--- src/hdl/obfm_pkg.sv ---
// types and codes shared by the matcher controller, datapath and top level
// no dependencies
package obfm_pkg;

  typedef enum logic [1:0] {
    KIND_FILL    = 2'd0,
    KIND_RESTED  = 2'd1,
    KIND_EMPTY   = 2'd2,
    KIND_DROPPED = 2'd3
  } kind_t;

  typedef struct packed {
    logic [15:0] order_id;
    logic        side;
    logic [7:0]  price_tick;
    logic [15:0] quantity;
  } order_t;

  typedef struct packed {
    kind_t       kind;
    logic [15:0] taker_id;
    logic [15:0] maker_id;
    logic [15:0] fill_qty;
    logic [15:0] remaining_qty;
    logic        last;
  } result_t;

  // controller to datapath
  typedef struct packed {
    logic  clr;
    logic  load;
    logic  sel_own;
    logic  lvl_load;
    logic  ent_use;
    logic  lvl_wb;
    logic  rest;
    logic  emit_done;
    kind_t kind;
  } cmd_t;

  // datapath to controller
  typedef struct packed {
    logic clr_last;
    logic in_range;
    logic in_zero;
    logic match_more;
    logic qty_zero;
    logic rd_full;
  } stat_t;

endpackage

--- src/hdl/obfm_ctrl.sv ---
// sequencer for clearing, matching, write back and resting
// depends on obfm_pkg
module obfm_ctrl import obfm_pkg::*; (
  input  logic  clk,
  input  logic  rst,
  input  logic  start,
  input  stat_t stat,
  output logic  busy,
  output logic  strobe,
  output cmd_t  cmd
);

  typedef enum logic [3:0] {
    S_CLEAR, S_IDLE, S_LVL_RD, S_LVL_LOAD, S_MATCH, S_ENT_USE,
    S_LVL_WB, S_OWN_RD, S_OWN_LOAD, S_REST, S_DONE
  } state_t;

  state_t state;
  kind_t  done_kind;

  assign busy = (state != S_IDLE);

  always_comb begin
    cmd           = '0;
    cmd.kind      = done_kind;
    cmd.clr       = (state == S_CLEAR);
    cmd.load      = (state == S_IDLE) && start;
    cmd.sel_own   = (state == S_LVL_WB);
    cmd.lvl_load  = (state == S_LVL_LOAD) || (state == S_OWN_LOAD);
    cmd.ent_use   = (state == S_ENT_USE);
    cmd.lvl_wb    = (state == S_LVL_WB);
    cmd.rest      = (state == S_REST);
    cmd.emit_done = (state == S_DONE);
  end

  always_ff @(posedge clk) begin
    if (rst) begin
      state     <= S_CLEAR;
      strobe    <= 1'b0;
      done_kind <= KIND_EMPTY;
    end else begin
      strobe <= (state == S_ENT_USE) || (state == S_DONE);
      case (state)
        S_CLEAR: begin
          if (stat.clr_last) state <= S_IDLE;
        end
        S_IDLE: begin
          if (start) begin
            if (stat.in_range) begin
              state <= S_LVL_RD;
            end else begin
              done_kind <= stat.in_zero ? KIND_EMPTY : KIND_DROPPED;
              state     <= S_DONE;
            end
          end
        end
        S_LVL_RD:   state <= S_LVL_LOAD;
        S_LVL_LOAD: state <= S_MATCH;
        S_MATCH: begin
          state <= stat.match_more ? S_ENT_USE : S_LVL_WB;
        end
        S_ENT_USE:  state <= S_MATCH;
        S_LVL_WB: begin
          if (stat.qty_zero) begin
            done_kind <= KIND_EMPTY;
            state     <= S_DONE;
          end else begin
            state <= S_OWN_RD;
          end
        end
        S_OWN_RD:   state <= S_OWN_LOAD;
        S_OWN_LOAD: begin
          if (stat.rd_full) begin
            done_kind <= KIND_DROPPED;
            state     <= S_DONE;
          end else begin
            done_kind <= KIND_RESTED;
            state     <= S_REST;
          end
        end
        S_REST:     state <= S_DONE;
        S_DONE:     state <= S_IDLE;
        default:    state <= S_IDLE;
      endcase
    end
  end

endmodule
--- config.mk ---
export PLATFORM = sky130hd
export DESIGN_NAME = obfm_ctrl
export DESIGN_NICKNAME = d
export VERILOG_FILES = /design/src/hdl/obfm_pkg.sv /design/src/hdl/obfm_ctrl.sv
export SDC_FILE = /design/constraint.sdc
export NUM_CORES = 1
export LEC_CHECK = 0
export ABC_CLOCK_PERIOD_IN_PS = 2300
export BUFFER_PORTS_ARGS = -buffer_cell sky130_fd_sc_hd__buf_2
export CAP_MARGIN = 20
export CORE_MARGIN = 2
export CORE_UTILIZATION = 30
export DETAILED_ROUTE_END_ITERATION = 10
export GPL_TIMING_DRIVEN = 1
export PLACE_DENSITY = 0.5
export REMOVE_ABC_BUFFERS = 1
export SETUP_SLACK_MARGIN = 0.02
export SLEW_MARGIN = 20
export SYNTH_ARGS = -nofsm -noshare
export SYNTH_HDL_FRONTEND = slang
export SYNTH_SLANG_ARGS = --single-unit
--- constraint.sdc ---
create_clock -name clk -period 2.3 [get_ports clk]
set_input_delay 0.115 -clock clk [delete_from_list [all_inputs] [get_ports clk]]
set_output_delay 0.115 -clock clk [all_outputs]
set_load 0.02 [all_outputs]
==> reports/qor.yml, run 1 <==
timing:
  fmax_mhz: 583
  fin_crit_sh_pct: 74.6
  finClkSkew_ps: 6.20
  hold_viol: 0
  post-route-min-period_ps: 1720
  tightest_slew_ps: 619
  rsz0062_at_grt: "false"
  setup_viol: 0
  finalSetupTns_ps: 0
  maxSlewViolCount: 0
  slew_headroom_pct: 58.7
  hold_slack_ps: 151
  timing.final.ws_setup_ps: 585
logic_synthesis:
  ys_warn_count: 0
  yosysSeqAreaShare_pct: 25.9
  synth_xor_area_share_pct: 0
  async_flop_share_pct: 0
  synth.avg_cell_area_sq_um: 7.63
  ys_types: 34
  synth_mux_area_share_pct: 1.85
  synth_area_sq_um: 542
  yosys.area_share.simple_pct: 35.8
  synth_compound_area_share_pct: 26.1
  synth-adder-area-share_pct: 0
  yosys_most_used_dff: "dfxtp_1"
  netlist_instances: 71
  synth_enable_flop_cells: 0
  synth_top_family_by_area: "simple AND/OR/NAND/NOR gates"
  synth_seq_cells: 7
cells_and_area:
  drive_above_1_share_pct: 31.0
  layout_common_cells: "buf_2 (20), nor2_1 (7), a21oi_1 (7), dfxtp_1 (7), and3_1 (4)"
  antenna_cells: 0
  final_common_cell: "buf_2"
  layoutNonFillerInstCount: 112
  fin_nets: 97
  area_delta_synth_final_pct: 20.8
drt:
  drtPass1Iterations: 4
  routed_wl_um: 1380
  initialDrtViolationCount: 11
  via_count: 582
  drc_errors: 0
  avgRoutedWirePerCell_um: 12.3
  ant_nets: 0
  vias_per_cell: 5.20
pwr:
  p_clk_share_pct: 33.5
  power.density_mw_per_mm2: 505
  intPower_uw: 228
  cellLeakagePower_nw: 0.294
  p_sw_share_pct: 30.9
  ir_drop_mv: 0.307
  combinationalPowerShare_pct: 23.9
  switching_power_uw: 102
  pwr-share-seq_pct: 42.6
clock_network:
  cts.root.buffer_cell: "clkbuf_4"
  path_clk_slew_ps: 60
  hold_buffers: 0
  cts_made_buffers: 3
  cts.repair.resized: 0
  clockBufferDepth: 2
  clk_latency_ps: 250
  h-tree-depth: 1
  cts_num_sinks: 7
  cts_tree: "yes"
  cts_setup_buffers: 0
floorplan:
  fp-row-count: 15
  core_region_area_sq_mm: 0.00171
  die_h_um: 46.5
  dieArea_sq_mm: 0.00216
  die_w_um: 46.5
  ios: 21
  start_util_pct: 31.7
critical_path:
  critPathRequiredTime_ps: 2180
  r2r_end: "state[0]$_SDFFE_PP0P_"
  worst_r2r_startpoint: "state[2]$_SDFFE_PP0P_"
  r2r_setup_slack_ps: 640
  cp_max_fo: 16
  worstSetupEndpointType: "output port"
  crit_arrival_ps: 1600
  crit_path_start_kind: "flop"
  crit_type: "flop to output port"
  reg2reg_depth: 4
grt:
  grt_pass1_vias: 529
  grt-ovfl-total: 0
  grt_max_degree: 20
  grt_usage_pct: 14.8
  grt_pass1_wl_um: 2240
  antenna_found_initial: 0
placed_design:
  dp.cells: 108
  gp_congestion: 0.751
  dp_hpwl_um: 973
  place_ws_ps: 683
  io_buffers: 20
flow_run:
  cap_violations: 0
min_path:
  whs_endpoint: "state[0]$_SDFFE_PP0P_"
  worstHoldStart: "rst"
  holdPathStages: 2
  hold_class: "input pin to flop"
outcome:
  status: "finished clean"
==> synthesized netlist by cell type, types with 2 or more instances <==
cell type | n | area, sq um
nor4b_1 | 2 | 17.5
buf_2 | 3 | 15.0
nand2_1 | 3 | 11.3
nor3b_1 | 2 | 15.0
nand3b_1 | 2 | 15.0
nor2b_1 | 2 | 12.5
nor4_1 | 2 | 12.5
nor2_1 | 7 | 26.3
inv_1 | 3 | 11.3
nand2b_1 | 2 | 12.5
a21oi_1 | 7 | 35.0
and3_1 | 4 | 25.0
o21ai_0 | 2 | 10.0
a22oi_1 | 2 | 15.0
or3_1 | 2 | 12.5
dfxtp_1 | 7 | 140
clkbuf_1 | 2 | 7.51
==> kinds of logic (layout without fill, tap and decap cells) <==
| family | after synthesis | after routing |
|---|---|---|
| AOI/OAI and AO/OA | 20 | 20 |
| buffers and inverters | 11 | 27 |
| DFF | 7 | 7 |
| muxes | 1 | 1 |
| and+or+nand+nor | 32 | 32 |
==> power by group through the flow <==
stage | Combinational [mW] | Sequential [mW] | Clock [mW]
6_report | 0.0789 | 0.141 | 0.111
5_1_grt | 0.0885 | 0.142 | 0.122
4_1_cts | 0.0792 | 0.140 | 0.115
3_5_place_dp | 0.0782 | 0.143 | 0
3_3_place_gp | 0.0797 | 0.143 | 0
2_1_floorplan | 0.0513 | 0.140 | 0
==> routing by layer <==
metal	up-vias	GRT usage, %	wire length, um
met4	0	4.57	17
met1	275	18.9	676
met5	-	0	0
met3	2	6.67	77
met2	17	21.9	605
li1	288	-	-
==> through the flow <==
| step | instance area (sq um) | total power, mW | util, % |
|---|---|---|---|
| 5_1_grt | 654 | 0.353 | 38.3 |
| 4_1_cts | 654 | 0.335 | 38.3 |
| 2_1_floorplan | 497 | 0.191 | - |
| 3_5_place_dp | 628 | 0.221 | 36.8 |
| 3_3_place_gp | 628 | 0.222 | 36.8 |
| 6_report | 654 | 0.330 | 38.3 |
==> state kept, by name, indices dropped and copies added, names as in the netlist <==
register and count:
state 4, done_kind 2, strobe 1
==> worst max-delay path: stages, from the launching register on <==
cell,delay [ps]
dfxtp_1,630
inv_1,160
nor2_1,220
and3_1,190
buf_2,160
==> area by class of cell <==
class / instances / area, sq um
well taps: 25 / 31.3
clock buffers: 4 / 26.3
flip-flops and latches: 7 / 140
multi-input cells: 53 / 345
repair buffers: 20 / 100
fillers: 197 / 1050
inverters: 3 / 11.3
==> worst max path at each step <==
| stage | start | to | cells past startpoint | slack [ps] |
|---|---|---|---|---|
| after floorplan | state[3]$_SDFFE_PP0P_ | state[0]$_SDFFE_PP0P_ | 3 | 640 |
| after global placement | state[2]$_SDFFE_PP0P_ | state[0]$_SDFFE_PP0P_ | 4 | 680 |
| after detailed placement | state[2]$_SDFFE_PP0P_ | state[0]$_SDFFE_PP0P_ | 4 | 680 |
| after CTS | state[0]$_SDFFE_PP0P_ | cmd[8] | 4 | 610 |
| after global routing | state[0]$_SDFFE_PP0P_ | cmd[8] | 4 | 420 |
| final | state[0]$_SDFFE_PP0P_ | cmd[8] | 4 | 580 |
Power figures use the tool's default switching activity.
==> run 2, diff against run 1 <==
ABC_AREA = 1   (was not set)
ABC_CLOCK_PERIOD_IN_PS = 1700   (was 2300)
clock period = 1.7 ns   (was 2.3 ns; I/O delays follow)
==> reports/qor.yml, run 2 <==
clock_network:
  cts.repair.resized: 0
  clockBufferDepth: 2
  cts_made_buffers: 3
  hold_buffers: 0
  cts_setup_buffers: 0
  cts_num_sinks: 7
  cts.root.buffer_cell: "clkbuf_4"
  clk_latency_ps: 250
  path_clk_slew_ps: 50
  h-tree-depth: 1
  cts_tree: "yes"
logic_synthesis:
  synth.avg_cell_area_sq_um: 6.00
  netlist_instances: 88
  synth.top_cells.by_area: "dfxtp_1 (27%), nand2_1 (14%), inv_1 (11%)"
  yosysSeqAreaShare_pct: 26.5
  synthTopCellsByCount: "nand2_1 (20), inv_1 (16), nor2_1 (12)"
  synth_enable_flop_cells: 0
  yosysMostFrequentCell: "nand2_1"
  synth_top_area_cell: "dfxtp_1"
  async_flop_share_pct: 0
  ys_types: 18
  ys_warn_count: 0
  synth_area_sq_um: 528
  yosys_most_used_dff: "dfxtp_1"
  yosysTopAreaCellShare_pct: 26.5
  synth_seq_cells: 7
timing:
  fin_crit_sh_pct: 86.5
  rsz0062_at_grt: "false"
  hold_slack_ps: 22.5
  slew_headroom_pct: 78.4
  finClkSkew_ps: 2.43
  finalSetupTns_ps: 0
  hold_viol: 0
  tightest_slew_ps: 324
  maxSlewViolCount: 0
  fmax_mhz: 680
  post-route-min-period_ps: 1470
  setup_viol: 0
floorplan:
  ios: 21
  die_h_um: 46.0
  die_w_um: 46.0
  dieArea_sq_mm: 0.00211
  start_util_pct: 31.3
  core_region_area_sq_mm: 0.00169
  fp-row-count: 15
drt:
  ant_nets: 0
  drtPass1Iterations: 4
  drc_errors: 0
  initialDrtViolationCount: 4
  vias_per_cell: 4.59
  via_count: 588
  avgRoutedWirePerCell_um: 10.0
  routed_wl_um: 1280
outcome:
  status: "finished clean"
placed_design:
  io_buffers: 20
  dp.cells: 124
  place_area_sq_um: 642
  dp_hpwl_um: 1080
  gp_congestion: 0.781
critical_path:
  worstSetupEndpointType: "output port"
  crit_path_start_kind: "flop"
  cpMostUsedCell: "inv_1"
  critPathRequiredTime_ps: 1620
  worstPathCellList: "inv_1 > nor2_2 > nand2_2 > inv_1 > buf_2"
  cp_max_fo: 8
  crit_type: "flop to output port"
  cpPeakStageDelay_ps: 470
  crit_arrival_ps: 1390
  critPathSlowestCell: "dfxtp_1"
cells_and_area:
  regMostFlops: "state"
  layout_common_cells: "nand2_1 (20), buf_2 (20), inv_1 (16), nor2_1 (12), nand3_1 (10)"
  layoutNonFillerInstCount: 128
  fin_area_sq_um: 668
  largest_reg_flops: 4
  drive_above_1_share_pct: 31.5
  area_delta_synth_final_pct: 26.5
  top_regs: "state (4), done_kind (2), strobe (1)"
  fin_nets: 121
  antenna_cells: 0
  fillers: 190
pwr:
  power.density_mw_per_mm2: 806
  ir_drop_mv: 0.365
  cellLeakagePower_nw: 0.374
grt:
  grt_usage_pct: 13.4
  grt_max_degree: 9
  grt_pass1_wl_um: 2010
  antenna_found_initial: 0
  grt-ovfl-total: 0
  grt_pass1_vias: 482
flow_run:
  cap_violations: 0
min_path:
  hold_class: "input pin to flop"
## run 2: per-layer routing
metal  GRT usage [%]  wire (um)
met3            7.14         66
met4            1.71          6
met2            20.6        556
met1            17.0        653
met5               0          0
## run 2: cell families (layout without fill, tap and decap cells)
kind of cell | count (synthesis) | after routing | share of synthesized area [%]
simple gates | 52 | 52 | 48.8
buf+inv | 20 | 43 | 14.9
compound gates | 9 | 9 | 9.72
flops | 7 | 7 | 26.5
## run 2: layout make-up
type	instances	area (sq um)	area share, %
clock buffers	4	26.3	3.93
flip-flops and latches	7	140	21.0
multi-input cells	61	309	46.3
inverters	19	71.3	10.7
repair buffers	20	100	15.0
well taps	17	21.3	3.18
## run 2: report_power, final
group	switching [mW]	leakage (nW)	internal, mW
Combinational	0.129	0.302	0.0653
Clock	0.0584	0.0150	0.0894
Sequential	0.0179	0.0570	0.179
## run 2: worst max-delay path, delay by kind of cell (launching register included)
family                 cells  cell delay, ps
buffers and inverters      3             380
flip-flops                 1             470
AND/OR/NAND/NOR            2             290
## run 2: final timing paths
check,startpoint,end,slack (ps),cells past startpoint
min reg2reg,done_kind[1]$_SDFFE_PP1P_,done_kind[1]$_SDFFE_PP1P_,460,2
max,state[1]$_SDFFE_PP0P_,cmd[7],230,5
max reg2reg,state[1]$_SDFFE_PP0P_,done_kind[0]$_SDFFE_PP0P_,370,7
min,rst,state[2]$_SDFFE_PP0P_,20,2
## run 2: metrics by stage
stage | setup WS, ps | util [%] | power, mW
after floorplan | 500 | - | 0.340
after global placement | 349 | 38.0 | 0.398
after detailed placement | 389 | 38.0 | 0.394
after CTS | 241 | 39.6 | 0.548
after global routing | 119 | 39.6 | 0.589
final | 229 | 39.6 | 0.539
==> run 3, diff against run 2 <==
CORE_MARGIN = 4   (was 2)
==> reports/qor.yml, run 3 (synthesis gave the netlist of run 2 again) <==
drt:
  routed-wl-met3_um: 140
  ant_nets: 0
  via_count: 610
  vias_per_cell: 4.80
  initialDrtViolationCount: 13
  top_layer_used: "met3"
  wirelength_met1_um: 565
  drtPass1Iterations: 4
  drc_errors: 0
  avgRoutedWirePerCell_um: 10.5
  routed_wl_um: 1330
  wl_met2_um: 627
floorplan:
  die_h_um: 50.0
  start_util_pct: 33.5
  ios: 21
  dieArea_sq_mm: 0.00250
  core_region_area_sq_mm: 0.00158
  die_w_um: 50.0
  fp-row-count: 14
min_path:
  worstHoldStart: "rst"
  holdPathStages: 2
  hold_class: "input pin to flop"
pwr:
  cellLeakagePower_nw: 0.374
  power.density_mw_per_mm2: 813
  p_clk_share_pct: 27.8
  pwr-share-seq_pct: 36.2
  ir_drop_mv: 0.547
  combinationalPowerShare_pct: 36.0
  switching_power_uw: 208
  intPower_uw: 334
  p_sw_share_pct: 38.4
grt:
  grt_pass1_wl_um: 2300
  grt_usage_pct: 11.9
  antenna_found_initial: 0
  grt_max_degree: 9
  grt_pass1_vias: 556
  grt-ovfl-total: 0
timing:
  finClkSkew_ps: 4.30
  slew_headroom_pct: 76.1
  fin_crit_sh_pct: 83.6
  tightest_slew_ps: 358
  fmax_mhz: 704
  finalSetupTns_ps: 0
  rsz0062_at_grt: "false"
  maxSlewViolCount: 0
  setup_viol: 0
  hold_viol: 0
  post-route-min-period_ps: 1420
  hold_slack_ps: 19.0
clock_network:
  path_clk_slew_ps: 50
  cts.repair.resized: 0
  cts_made_buffers: 3
  clk_latency_ps: 250
  cts_setup_buffers: 0
  cts_tree: "yes"
  h-tree-depth: 1
  hold_buffers: 0
  cts.root.buffer_cell: "clkbuf_4"
  cts_num_sinks: 7
  clockBufferDepth: 2
cells_and_area:
  regMostFlops: "state"
  fin_nets: 121
  layout_common_cells: "nand2_1 (20), buf_2 (20), inv_1 (16), nor2_1 (12), nand3_1 (10)"
  fillers: 180
  antenna_cells: 0
  drive_above_1_share_pct: 31.5
  top_regs: "state (4), done_kind (2), strobe (1)"
  largest_reg_flops: 4
  area_delta_synth_final_pct: 26.3
flow_run:
  cap_violations: 0
critical_path:
  crit_type: "flop to output port"
  crit_path_start_kind: "flop"
  r2r_setup_slack_ps: 420
  reg2reg_depth: 7
  worstSetupEndpointType: "output port"
  worst_r2r_startpoint: "state[0]$_SDFFE_PP0P_"
  cp_max_fo: 7
  startpoint: "state[3]$_SDFFE_PP0P_"
  crit_arrival_ps: 1340
  critPathRequiredTime_ps: 1620
outcome:
  status: "finished clean"
placed_design:
  io_buffers: 20
  dp_hpwl_um: 1170
  gp_congestion: 0.870
[run 3: cell counts in the layout (fill, tap and decap cells not counted)]
Identical to the previous run, type by type.
[run 3: final timing paths]
check                         endpoint
max                             cmd[2]
max reg2reg  done_kind[0]$_SDFFE_PP0P_
min                  strobe$_SDFF_PP0_
min reg2reg  done_kind[1]$_SDFFE_PP1P_
[run 3: power groups by stage]
stage	Combinational [mW]	Clock, mW	Sequential (mW)
2_1_floorplan	0.135	0	0.205
3_3_place_gp	0.197	0	0.200
3_5_place_dp	0.196	0	0.199
4_1_cts	0.197	0.158	0.196
5_1_grt	0.221	0.168	0.200
6_report	0.195	0.151	0.197
[run 3: stage by stage]
stage / cells / instance area [sq um] / worst slack [ps] / util, % / total power, mW
floorplan: 87 / 520 / 500 / - / 0.340
global placement: 123 / 641 / 420 / 40.6 / 0.397
detailed placement: 123 / 641 / 430 / 40.6 / 0.395
CTS: 127 / 667 / 255 / 42.3 / 0.551
global route: 127 / 667 / 156 / 42.3 / 0.588
finish: 127 / 667 / 279 / 42.3 / 0.542
[run 3: cell type report]
type	count	area (sq um)	area share, %
sequential	7	140	21.0
tap	16	20.0	3.00
inverter	19	71.3	10.7
timing repair buffer	20	100	15.0
clock buffer	4	26.3	3.94
multi-input combinational	61	309	46.3
[run 3: metal layers]
layer | vias to the layer above | global-route usage (%)
met1 | 263 | 14.8
li1 | 322 | -
met4 | 0 | 1.38
met5 | - | 0
met3 | 0 | 6.33
met2 | 25 | 18.7
[run 3: critical path, stage by stage, from the launching register on]
cell	delay, ps
dfxtp_1	530
nand2_1	210
nor2_1	160
buf_2	190
